`src/rtl/dtf_pkg.sv`:
```
package dtf_pkg;

	// Parser phases, shared by the character front end and the top level.
	localparam logic [2:0] PH_SPACE = 3'd0;
	localparam logic [2:0] PH_INT   = 3'd1;
	localparam logic [2:0] PH_SEEK  = 3'd2;
	localparam logic [2:0] PH_FRAC  = 3'd3;
	localparam logic [2:0] PH_DONE  = 3'd4;
	localparam logic [2:0] PH_PCT   = 3'd5;

	localparam logic [7:0] CH_NUL     = 8'd0;
	localparam logic [7:0] CH_TAB     = 8'd9;
	localparam logic [7:0] CH_CR      = 8'd13;
	localparam logic [7:0] CH_SPACE   = 8'd32;
	localparam logic [7:0] CH_PERCENT = 8'd37;
	localparam logic [7:0] CH_POINT   = 8'd46;
	localparam logic [7:0] CH_ZERO    = 8'd48;
	localparam logic [7:0] CH_NINE    = 8'd57;

	localparam int MAX_FRAC_DIGITS_DEF = 6;
	localparam int WHOLE_W = 16;
	localparam int COUNT_W = 3;
	localparam int POW_W   = 24;
	localparam logic [6:0] PCT_DEN = 7'd100;
	localparam logic [WHOLE_W-1:0] WHOLE_SAT = 16'hFFFF;

	function automatic logic [POW_W-1:0] pow_ten(input logic [COUNT_W-1:0] n);
		logic [POW_W-1:0] p;
		case (n)
			3'd0: p = 24'd1;
			3'd1: p = 24'd10;
			3'd2: p = 24'd100;
			3'd3: p = 24'd1000;
			3'd4: p = 24'd10000;
			3'd5: p = 24'd100000;
			3'd6: p = 24'd1000000;
			3'd7: p = 24'd10000000;
			default: p = 24'd1;
		endcase
		return p;
	endfunction

endpackage

```
`src/rtl/dtf_parse.sv`:
```
module dtf_parse #(
	parameter int MAX_FRAC_DIGITS = dtf_pkg::MAX_FRAC_DIGITS_DEF,
	parameter int FRAC_W = 20
) (
	input  logic                          clk,
	input  logic                          arst_n,
	input  logic                          take,
	input  logic                          last,
	input  logic [7:0]                    char_code,
	output logic [2:0]                    nxt_phase,
	output logic [dtf_pkg::WHOLE_W-1:0]   nxt_whole,
	output logic [FRAC_W-1:0]             nxt_frac,
	output logic [dtf_pkg::COUNT_W-1:0]   nxt_count
);
	import dtf_pkg::*;

	localparam logic [COUNT_W-1:0] CNT_MAX = COUNT_W'(MAX_FRAC_DIGITS);

	logic [2:0]          phase_q;
	logic [WHOLE_W-1:0]  whole_q;
	logic [FRAC_W-1:0]   frac_q;
	logic [COUNT_W-1:0]  count_q;

	logic                is_dig;
	logic                is_space;
	logic [3:0]          digit;
	logic [WHOLE_W+3:0]  whole_wide;
	logic [FRAC_W+3:0]   frac_wide;

	assign is_dig   = (char_code >= CH_ZERO) && (char_code <= CH_NINE);
	assign is_space = (char_code == CH_SPACE) || ((char_code >= CH_TAB) && (char_code <= CH_CR));
	assign digit    = 4'(char_code - CH_ZERO);

	// Times ten by shift and add.
	assign whole_wide = ({4'b0, whole_q} << 3) + ({4'b0, whole_q} << 1) + (WHOLE_W+4)'(digit);
	assign frac_wide  = ({4'b0, frac_q} << 3) + ({4'b0, frac_q} << 1) + (FRAC_W+4)'(digit);

	always_comb begin
		logic used;
		used      = 1'b0;
		nxt_phase = phase_q;
		nxt_whole = whole_q;
		nxt_frac  = frac_q;
		nxt_count = count_q;
		if (char_code == CH_NUL && phase_q != PH_PCT) begin
			nxt_phase = PH_DONE;
		end else begin
			if (nxt_phase == PH_SPACE) begin
				if (is_space) begin
					used = 1'b1;
				end else begin
					nxt_phase = PH_INT;
				end
			end
			if (!used && nxt_phase == PH_INT) begin
				if (is_dig) begin
					nxt_whole = (whole_wide > (WHOLE_W+4)'(WHOLE_SAT)) ?
						WHOLE_SAT : whole_wide[WHOLE_W-1:0];
					used = 1'b1;
				end else if (char_code == CH_PERCENT) begin
					nxt_phase = PH_PCT;
					used = 1'b1;
				end else begin
					nxt_phase = PH_SEEK;
				end
			end
			if (!used && nxt_phase == PH_SEEK) begin
				if (char_code == CH_POINT) begin
					nxt_phase = PH_FRAC;
				end
				used = 1'b1;
			end
			if (!used && nxt_phase == PH_FRAC) begin
				if (!is_dig) begin
					nxt_phase = PH_DONE;
				end else if (count_q < CNT_MAX) begin
					nxt_frac  = frac_wide[FRAC_W-1:0];
					nxt_count = count_q + 1'b1;
				end
			end
		end
	end

	always_ff @(posedge clk or negedge arst_n) begin
		if (!arst_n) begin
			phase_q <= PH_SPACE;
			whole_q <= '0;
			frac_q  <= '0;
			count_q <= '0;
		end else if (take) begin
			if (last) begin
				phase_q <= PH_SPACE;
				whole_q <= '0;
				frac_q  <= '0;
				count_q <= '0;
			end else begin
				phase_q <= nxt_phase;
				whole_q <= nxt_whole;
				frac_q  <= nxt_frac;
				count_q <= nxt_count;
			end
		end
	end

endmodule

```
`src/rtl/dtf_div.sv`:
```
module dtf_div #(
	parameter int NUM_W = 28,
	parameter int DEN_W = 20
) (
	input  logic             clk,
	input  logic             arst_n,
	input  logic             start,
	input  logic [NUM_W-1:0] num,
	input  logic [DEN_W-1:0] den,
	output logic             busy,
	output logic             done,
	output logic [NUM_W-1:0] quo
);

	localparam int CNT_W = $clog2(NUM_W + 1);
	localparam logic [CNT_W-1:0] LAST_STEP = CNT_W'(NUM_W - 1);

	logic             busy_q;
	logic             done_q;
	logic [CNT_W-1:0] cnt_q;
	logic [NUM_W-1:0] num_q;
	logic [DEN_W-1:0] den_q;
	logic [DEN_W-1:0] rem_q;
	logic [DEN_W:0]   trial;
	logic             fits;

	// Restoring division, one quotient bit per cycle; the quotient shifts
	// into the numerator register as its bits are consumed.
	assign trial = {rem_q, num_q[NUM_W-1]};
	assign fits  = trial >= {1'b0, den_q};

	always_ff @(posedge clk or negedge arst_n) begin
		if (!arst_n) begin
			busy_q <= 1'b0;
			done_q <= 1'b0;
			cnt_q  <= '0;
		end else begin
			done_q <= busy_q && (cnt_q == LAST_STEP);
			if (start) begin
				busy_q <= 1'b1;
				cnt_q  <= '0;
			end else if (busy_q) begin
				if (cnt_q == LAST_STEP) begin
					busy_q <= 1'b0;
				end
				cnt_q <= cnt_q + 1'b1;
			end
		end
	end

	always_ff @(posedge clk) begin
		if (start) begin
			num_q <= num;
			den_q <= den;
			rem_q <= '0;
		end else if (busy_q) begin
			rem_q <= fits ? DEN_W'(trial - {1'b0, den_q}) : trial[DEN_W-1:0];
			num_q <= {num_q[NUM_W-2:0], fits};
		end
	end

	assign busy = busy_q;
	assign done = done_q;
	assign quo  = num_q;

endmodule

```
`src/rtl/decimal_text_to_fixed_8_8_top.sv`:
```
// ASCII decimal text to unsigned 8.8 fixed point. Characters arrive one per
// transaction on the slave side, with s_tlast set on the final character of
// the string; one 16-bit result leaves on the master side for each string.
// Leading whitespace is skipped and a decimal integer run is gathered
// (saturating at 65535). A '%' directly after that run gives
// integer*256/100 truncated to 16 bits; otherwise the high byte is the
// integer modulo 256 and the low byte is the fraction digits after the
// first '.' scaled by 256/10^n, where up to MAX_FRAC_DIGITS digits are kept.
// A NUL character ends the text early. Once the block is idle, every
// character except the final one is taken without a stall. The final
// character starts a shared restoring divider that produces one quotient
// bit per cycle on DIV_W bits (the fraction width plus eight, and never
// less than 24). The block holds s_tready low from the final character
// until the result has been loaded. The result sits in an output
// register; a new string may start while it waits to be taken, but the
// next division result waits in the divider until that register frees up.
module decimal_text_to_fixed_8_8_top #(
	parameter int MAX_FRAC_DIGITS = dtf_pkg::MAX_FRAC_DIGITS_DEF
) (
	input  logic        clk,
	input  logic        arst_n,
	input  logic        s_tvalid,
	output logic        s_tready,
	input  logic [7:0]  s_tdata,   // [7:0] char_code
	input  logic        s_tlast,   // end-of-text flag
	output logic        m_tvalid,
	input  logic        m_tready,
	output logic [15:0] m_tdata    // [15:0] fixed_value
);
	import dtf_pkg::*;

	// Fraction accumulator holds up to MAX_FRAC_DIGITS decimal digits.
	localparam int FRAC_W = $clog2(10 ** MAX_FRAC_DIGITS);
	// Divisor holds either 100 or 10^n for n up to MAX_FRAC_DIGITS.
	localparam int PW     = $clog2(10 ** MAX_FRAC_DIGITS + 1);
	localparam int DVS_W  = (PW > 7) ? PW : 7;
	// Numerator is the scaled fraction or the scaled 16-bit integer.
	localparam int DIV_W  = (FRAC_W + 8 > WHOLE_W + 8) ? FRAC_W + 8 : WHOLE_W + 8;

	// Sequencer states.
	localparam logic [1:0] ST_IDLE = 2'd0;
	localparam logic [1:0] ST_DIV  = 2'd1;
	localparam logic [1:0] ST_HOLD = 2'd2;

	logic [1:0]          state_q;
	logic                accept;
	logic                start_div;

	logic [2:0]          nxt_phase;
	logic [WHOLE_W-1:0]  nxt_whole;
	logic [FRAC_W-1:0]   nxt_frac;
	logic [COUNT_W-1:0]  nxt_count;

	logic [POW_W-1:0]    pow_full;
	logic [DIV_W-1:0]    div_num;
	logic [DVS_W-1:0]    div_den;
	logic                div_busy;
	logic                div_done;
	logic [DIV_W-1:0]    div_quo;

	logic                pct_q;
	logic [7:0]          whole_byte_q;
	logic                out_valid_q;
	logic [15:0]         out_data_q;
	logic                out_free;
	logic                load_out;
	logic [15:0]         result;

	assign s_tready  = (state_q == ST_IDLE);
	assign accept    = s_tvalid && s_tready;
	assign start_div = accept && s_tlast;

	dtf_parse #(
		.MAX_FRAC_DIGITS(MAX_FRAC_DIGITS),
		.FRAC_W(FRAC_W)
	) u_parse (
		.clk(clk),
		.arst_n(arst_n),
		.take(accept),
		.last(s_tlast),
		.char_code(s_tdata),
		.nxt_phase(nxt_phase),
		.nxt_whole(nxt_whole),
		.nxt_frac(nxt_frac),
		.nxt_count(nxt_count)
	);

	// A percent string divides integer*256 by 100; otherwise the kept
	// fraction digits times 256 are divided by ten to the digit count. With
	// no fraction digits that is zero over one, giving a zero low byte.
	assign pow_full = pow_ten(nxt_count);

	always_comb begin
		if (nxt_phase == PH_PCT) begin
			div_num = DIV_W'({nxt_whole, 8'h00});
			div_den = DVS_W'(PCT_DEN);
		end else begin
			div_num = DIV_W'({nxt_frac, 8'h00});
			div_den = pow_full[DVS_W-1:0];
		end
	end

	dtf_div #(
		.NUM_W(DIV_W),
		.DEN_W(DVS_W)
	) u_div (
		.clk(clk),
		.arst_n(arst_n),
		.start(start_div),
		.num(div_num),
		.den(div_den),
		.busy(div_busy),
		.done(div_done),
		.quo(div_quo)
	);

	// The whole byte and the percent flag are kept aside while the divider
	// runs, since the parser clears itself once the final character is in.
	always_ff @(posedge clk) begin
		if (start_div) begin
			pct_q        <= (nxt_phase == PH_PCT);
			whole_byte_q <= nxt_whole[7:0];
		end
	end

	assign result = pct_q ? div_quo[15:0] : {whole_byte_q, div_quo[7:0]};

	assign out_free = !out_valid_q || m_tready;
	assign load_out = ((state_q == ST_DIV && div_done) || state_q == ST_HOLD) && out_free;

	always_ff @(posedge clk or negedge arst_n) begin
		if (!arst_n) begin
			state_q <= ST_IDLE;
		end else begin
			case (state_q)
				ST_IDLE: begin
					if (start_div) begin
						state_q <= ST_DIV;
					end
				end
				ST_DIV: begin
					if (div_done) begin
						state_q <= out_free ? ST_IDLE : ST_HOLD;
					end
				end
				ST_HOLD: begin
					if (out_free) begin
						state_q <= ST_IDLE;
					end
				end
				default: state_q <= ST_IDLE;
			endcase
		end
	end

	always_ff @(posedge clk or negedge arst_n) begin
		if (!arst_n) begin
			out_valid_q <= 1'b0;
		end else if (load_out) begin
			out_valid_q <= 1'b1;
		end else if (m_tready) begin
			out_valid_q <= 1'b0;
		end
	end

	always_ff @(posedge clk) begin
		if (load_out) begin
			out_data_q <= result;
		end
	end

	assign m_tvalid = out_valid_q;
	assign m_tdata  = out_data_q;

	// No character is taken while the divider is working on a string.
	assert property (@(posedge clk) disable iff (!arst_n) div_busy |-> !s_tready)
		else $error("input ready while divider busy");

	// The final character of a string always closes the input for a while.
	assert property (@(posedge clk) disable iff (!arst_n)
		(s_tvalid && s_tready && s_tlast) |=> (!s_tready && div_busy))
		else $error("final character did not start the divider");

	// A new result only appears after a division has finished.
	assert property (@(posedge clk) disable iff (!arst_n)
		$rose(m_tvalid) |-> ($past(div_done) || $past(state_q == ST_HOLD)))
		else $error("result appeared without a finished division");

	// The divider reports completion only while the sequencer waits for it.
	assert property (@(posedge clk) disable iff (!arst_n) div_done |-> (state_q == ST_DIV))
		else $error("division finished outside the divide state");

endmodule
```
`config.mk`:
```
export PLATFORM = sky130hd
export DESIGN_NAME = decimal_text_to_fixed_8_8_top
export DESIGN_NICKNAME = d
export VERILOG_FILES = /design/src/rtl/dtf_pkg.sv /design/src/rtl/dtf_parse.sv /design/src/rtl/dtf_div.sv /design/src/rtl/decimal_text_to_fixed_8_8_top.sv
export SDC_FILE = /design/constraint.sdc
export NUM_CORES = 1
export LEC_CHECK = 0
export BUFFER_PORTS_ARGS = -buffer_cell sky130_fd_sc_hd__buf_4
export CORE_MARGIN = 3
export CORE_UTILIZATION = 60
export CTS_CLUSTER_SIZE = 14
export DETAILED_ROUTE_END_ITERATION = 10
export GPL_ROUTABILITY_DRIVEN = 0
export GPL_TIMING_DRIVEN = 0
export PLACE_DENSITY = 0.86
export SKIP_LAST_GASP = 1
export SLEW_MARGIN = 30
export SYNTH_ARGS = -nofsm -noshare
export SYNTH_HDL_FRONTEND = slang
export SYNTH_SLANG_ARGS = --single-unit
```
`constraint.sdc`:
```
create_clock -name clk -period 4.16 [get_ports clk]
set_input_delay 0.208 -clock clk [delete_from_list [all_inputs] [get_ports clk]]
set_output_delay 0.208 -clock clk [all_outputs]
set_load 0.05 [all_outputs]
```
==> metrics, run 1 <==
CTS root buf=clkbuf_16; post-CTS setup buffers=0; nets=1148; Filler Cells Inserted=1122; area grow syn2layout=11.3%; Final Cell Area=10500 sq um; via count=8106; Max Fclk=280 MHz; Clock transition at path regs=0.06 ns; largest net degree at the start of global routing=53; ys flop type=edfxtp_1; Ys Warns=0; Core ar.=15300 sq um; FF/Latch Area=3770 sq um; Die X=131 microns; crit path cell chain=fa_1 > fa_1 > a211oi_1 > o21ai_0 > nand2_1 > a21oi_1 > o311ai_1 > nor3_2 > buf_2 > a21oi_1; Syn Nets=1096; Fin. Hold Viols=0; Initial Utilization=61.6%; CTS tree=built; Worst EP required=4.38 ns; CTS Buffer Depth=2; critical setup path kind=reg2reg; #FFs+latches synth=141; Total Power=5700 uW; CP peak stage delay=0.53 ns; die span in y=131 microns; die area=17300 sq um; initial drt markers=707; Ports=31; number of global-route vias before repair=7879; H-tree levels=4; drt total wl=23.6 mm; Synth Cell Area=9440 sq um; Clock Sinks=141; Routed WL per cell=18.7 microns; initial antenna violation count=0; worst vdd ir=0.372 mV; Slew @ Worst Pin=0.803 ns; combined area of the multi-input logic cells=5330 sq um; GRT Residual Overflow=0; final setup vio count=0; critical path's top delay family=compound AO/OA/AOI/OAI gates; Fin Setup TNS=0 ns; Synth area leaders=edfxtp_1, dfrtp_1, ha_1, o21ai_0, dfxtp_1; DRT antenna net count=0; Worst setup EP type=flop; synthesized instance count=987; Final min period=3.57 ns; Yosys top cell area share=21.9%; first-pass GRT wire length=38.5 mm; WP data arrival=3.80 ns; Rel. slew slack=46.3%; Setup WS pre-CTS=0.607 ns; worst min-delay path class=in2reg; critical path peak fanout=10; DRC=0; Max Slew Vio Count=0; max cap viols=0; hpwl dp=17.3 mm; area leader, netlist=edfxtp_1; Clock Skew=0.00654 ns; share of flip-flops with an asynchronous set or reset=36.9%; Netlist cell types=79; status=finished clean; total track usage=27.2%; PortBufs=30; CP bufs+invs=1; syn_area_per_cell=9.56 sq um; Post-DP Area=9980 sq um; CTS Buf Count=17; vias per cell=6.42; Initial DRT Pass Iterations=8; post-synthesis sequential area ratio=40.0%; # rows=45; Leakage=0.00458 uW; clock latency on the worst-skew pair=0.42 ns; Post-synth EDFFs=69; Final Cycle Share=85.9%; pwr dens=542 nW/um^2; unrepaired setup endpoints after global routing=false; CP max-delay cell=fa_1; ant diodes=0; crit path launch type=flop; setup ws final=0.587 ns; share of cells above drive strength 1=9.70%
## final timing paths
| check | start | endpoint | slack, ns | depth (start not counted) |
|---|---|---|---|---|
| hold reg to reg | u_div.quo[0] | m_tdata[0] | 0.44 | 0 |
| max in group asynchronous | arst_n | u_div.cnt_q[1] | 3.28 | 2 |
| hold / removal | m_tready | state_q[1] | 0.09 | 4 |
| min in group asynchronous | arst_n | u_parse.frac_q[18] | 0.38 | 2 |
| setup reg to reg | u_parse.whole_q[0] | whole_byte_q[1] | 0.59 | 10 |
| setup / recovery | u_parse.whole_q[0] | whole_byte_q[1] | 0.59 | 10 |
## cell type report
| class | count | share of cell area [%] |
|---|---|---|
| inverters | 44 | 1.57 |
| multi-input cells | 766 | 50.7 |
| plain buffers | 36 | 1.76 |
| flip-flops and latches | 141 | 35.9 |
| well taps | 211 | 2.51 |
| repair buffers | 33 | 2.61 |
| clock buffers | 22 | 4.23 |
| clock inverters | 10 | 0.726 |
## where the power goes
group	internal, uW	switching, uW	total (uW)
Combinational	923	1290	2220
Sequential	1890	226	2120
Clock	810	552	1360
## kinds of logic (layout without fill, tap and decap cells)
group	count (synthesis)	after routing	share of synthesized area [%]
adders and majority gates	96	96	13.1
AOI/OAI and AO/OA	288	288	19.7
buffers and inverters	80	145	3.70
DFF	141	141	40.0
xor gates and xnor gates	41	41	3.80
and+or+nand+nor	305	305	15.8
muxes	36	36	3.95
## worst reg2reg max path, cell delays in order (launching register included)
cell,delay [ns]
dfrtp_1,0.43
fa_1,0.53
fa_1,0.51
a211oi_1,0.35
o21ai_0,0.19
nand2_1,0.14
a21oi_1,0.12
o311ai_1,0.47
nor3_2,0.13
buf_2,0.22
a21oi_1,0.28
## cell usage after synthesis, types with 4 or more instances
library cell  count
xnor2_1          25
o21a_1           14
a21boi_0          7
nand3b_1          4
nand2b_1         12
a311oi_1          9
fa_1              5
or2_2             5
nor2_1           77
o21ai_0          89
a21o_1           15
xor2_1           16
a31oi_1          15
mux2i_1          26
mux2_2           10
nand4_1           9
ha_1             91
inv_1            42
nand3_1          19
clkbuf_1         27
edfxtp_1         69
a211oi_1         15
or3_1             8
dfxtp_1          20
a21oi_1          63
o31ai_1           8
nand2_1          95
dfrtp_1          52
buf_6             6
and3_1            7
and2_1           13
o21ai_1           6
nor4_1            8
nor3_1           23
o311ai_0          7
nor2b_1           9
## layer usage
layer | share of wire (%) | global-route usage (%)
met5 | 0 | 0
met4 | 3.9 | 13.9
met3 | 6.9 | 5.36
met2 | 48 | 44.6
met1 | 42 | 34.3
## state kept, by name, indices dropped and copies added, names as in the netlist, 2 cells and up
name             count
u_parse.count_q      3
u_parse.whole_q     16
u_div.cnt_q          5
whole_byte_q         8
u_parse.phase_q      3
state_q              2
u_div.quo           28
u_div.rem_q         20
u_div.den_q         15
m_tdata             16
u_parse.frac_q      20
## layout by cell type, fill, tap and decap left out, types with 8 or more instances in the layout
master,n
mux2i_1,26
edfxtp_1,69
buf_4,30
a311oi_1,9
a31oi_1,15
or3_1,8
mux2_2,10
dfxtp_1,20
nor2_1,77
nand2b_1,12
clkbuf_16,17
inv_1,41
a21o_1,15
o21a_1,14
o31ai_1,8
xor2_1,16
xnor2_1,25
clkbuf_1,31
dfrtp_1,52
nor3_1,23
ha_1,91
nor2b_1,9
and2_1,13
a211oi_1,15
a21oi_1,62
nand2_1,95
nand3_1,19
nand4_1,9
o21ai_0,89
## metrics by stage
step | utilization, % | instances | hold slack (ns)
floorplan | - | 987 | -0.0876
CTS | 68.6 | 1263 | 0.0853
finish | 68.6 | 1263 | 0.0917
global route | 68.6 | 1263 | 0.121
global placement | 64.8 | 1228 | 0.300
detailed placement | 65.2 | 1230 | 0.292
## timing repair
action                                 CTS  global route
endpoints found under the hold margin   52             0
gates resized for setup                  0             0
hold buffers                             1             0
Power figures use the tool's default switching activity.
==> run 2: changes to the inputs <==
BUFFER_PORTS_ARGS = unset   (was -buffer_cell sky130_fd_sc_hd__buf_4)
DONT_BUFFER_PORTS = 1   (was unset)
PLACE_DENSITY = 0.85   (was 0.86)
==> metrics, run 2 (same netlist as run 1, synthesis figures left out) <==
status=finished clean; vias per cell=6.48 (+0.97%); Worst setup EP type=flop; Clock Sinks=141 (unchanged); initial antenna violation count=0 (unchanged); CTS tree=built; critical setup path kind=reg2reg; total track usage=28.0% (+0.79 points); drt total wl=24.0 mm (+2.0%); Clock Skew=0.0111 ns (+0.00460 ns); CTS Buf Count=17 (unchanged); final setup vio count=0 (unchanged); Fin Setup TNS=0 ns (unchanged); Final Cell Area=10400 sq um (-0.99%); crit path cell chain=fa_1 > ha_1 > a211oi_1 > o21ai_1 > a2111oi_0 > o31ai_1 > xor2_1 > nand2_1 > a311oi_1 > a21o_1; GRT Residual Overflow=0 (unchanged); Post-DP Area=9730 sq um (-2.5%); Final Core Density=68.0% (-0.68 points); Core ar.=15300 sq um (unchanged); die span in y=131 microns (unchanged); Layout Cells excl Fill=1235 (-2.2%); Routed WL per cell=19.5 microns (+4.4%); Die X=131 microns (unchanged); ant diodes=0 (unchanged); CP max-delay cell=a2111oi_0; Initial DRT Pass Iterations=6 (-2); initial drt markers=970 (+37%); Rel. slew slack=48.0% (+1.8 points); worst vdd ir=0.365 mV (-1.8%); worst hold start=s_tdata[0]; first-pass GRT wire length=39.2 mm (+1.9%); hpwl dp=17.1 mm (-0.98%); WP data arrival=3.95 ns (+0.15 ns); pwr dens=570 nW/um^2 (+5.2%); Slew @ Worst Pin=0.777 ns (-0.0263 ns); Max Slew Vio Count=0 (unchanged); area grow syn2layout=10.2%; unrepaired setup endpoints after global routing=false; leading cell types in the layout, fill and taps excluded=nand2_1, ha_1, o21ai_0; Clock transition at path regs=0.06 ns (about the same); DRT antenna net count=0 (unchanged); H-tree levels=4 (unchanged); PortBufs=0 (-100%); commonest non-fill, non-tap cell in the layout=nand2_1; CTS root buf=clkbuf_16; CTS Buffer Depth=2 (unchanged); RR Startpoint=u_parse.frac_q[0]; Fin. Hold Viols=0 (unchanged); critical path's top delay family=compound AO/OA/AOI/OAI gates; Initial Utilization=61.6% (unchanged); reg-to-reg setup timing slack=0.51 ns (-0.08 ns); clock latency on the worst-skew pair=0.42 ns (about the same); CP peak stage delay=0.65 ns (+0.12 ns); DRC=0 (unchanged); share of cells above drive strength 1=7.71% (-2.0 points); max cap viols=0 (unchanged); # hold bufs at CTS=3 (+2); largest net degree at the start of global routing=53 (unchanged); # rows=45 (unchanged); Final Cycle Share=87.8% (+1.9 points); number of global-route vias before repair=7779 (-1.3%); Max Fclk=274 MHz (-2.2%); Filler Cells Inserted=1112 (-0.89%); crit path launch type=flop; Ports=31 (unchanged); placed insts=1200 (-2.4%); max reg flops=28 (unchanged); Worst EP required=4.46 ns (+0.08 ns); Worst setup startpoint=u_parse.frac_q[0]; CP bufs+invs=0 (-1); via count=8003 (-1.3%); post_cts resized=0 (unchanged); post-CTS setup buffers=0 (unchanged); Leakage=0.00449 uW (-2.0%); die area=17300 sq um (unchanged); Final min period=3.65 ns (+0.0802 ns); critical path peak fanout=5 (-5); worst min-delay path class=in2reg; nets=1120 (-2.4%)
run 2: cell types whose count changed in the layout (fill, tap and decap cells not counted), sizes merged, moves of 2 or more:
| cell | previous run | this run |
|---|---|---|
| buf | 41 | 12 |
| clkbuf | 49 | 44 |
| bufinv | 1 | 4 |
| inv | 42 | 44 |
run 2: final timing paths:
path,to,cells after the start
setup / recovery,u_div.quo[21],10
hold / removal,u_parse.frac_q[0],2
setup reg to reg,u_div.quo[21],10
hold reg to reg,m_tdata[0],0
max in group asynchronous,u_parse.whole_q[5],2
min in group asynchronous,state_q[1],2
run 2: cell type report:
class | instances | area [sq um] | share of cell area, %
Tap cell | 211 | 264 | 2.54
Buffer | 36 | 185 | 1.78
Clock buffer | 17 | 425 | 4.09
Inverter | 44 | 165 | 1.59
Multi-Input combinational cell | 766 | 5330 | 51.2
Sequential cell | 141 | 3770 | 36.3
Clock inverter | 15 | 194 | 1.86
Timing Repair Buffer | 5 | 70.1 | 0.673
run 2: per-stage QoR:
stage	hold slack [ns]	power, uW	setup slack, ns
after detailed placement	-0.0823	4240	0.652
final	0.00752	5930	0.506
after global placement	-0.0827	4140	-0.0630
after CTS	0.000827	5860	0.619
after global routing	0.0157	6260	0.308
after floorplan	-0.0876	3740	1.07
run 2: power breakdown:
part / switching [uW] / leakage, uW / internal, uW
Combinational: 1280 / 0.00265 / 908
Sequential: 241 / 0.00154 / 1890
Clock: 607 / 0.000301 / 1000
run 2: metal layers:
metal / track usage (%) / vias to the layer above / part of all wire, %
li1: - / 3721 / -
met3: 5.13 / 88 / 7.9
met1: 35.2 / 3772 / 39
met5: 0 / - / 0
met4: 13.5 / 0 / 4.7
met2: 46.8 / 422 / 48
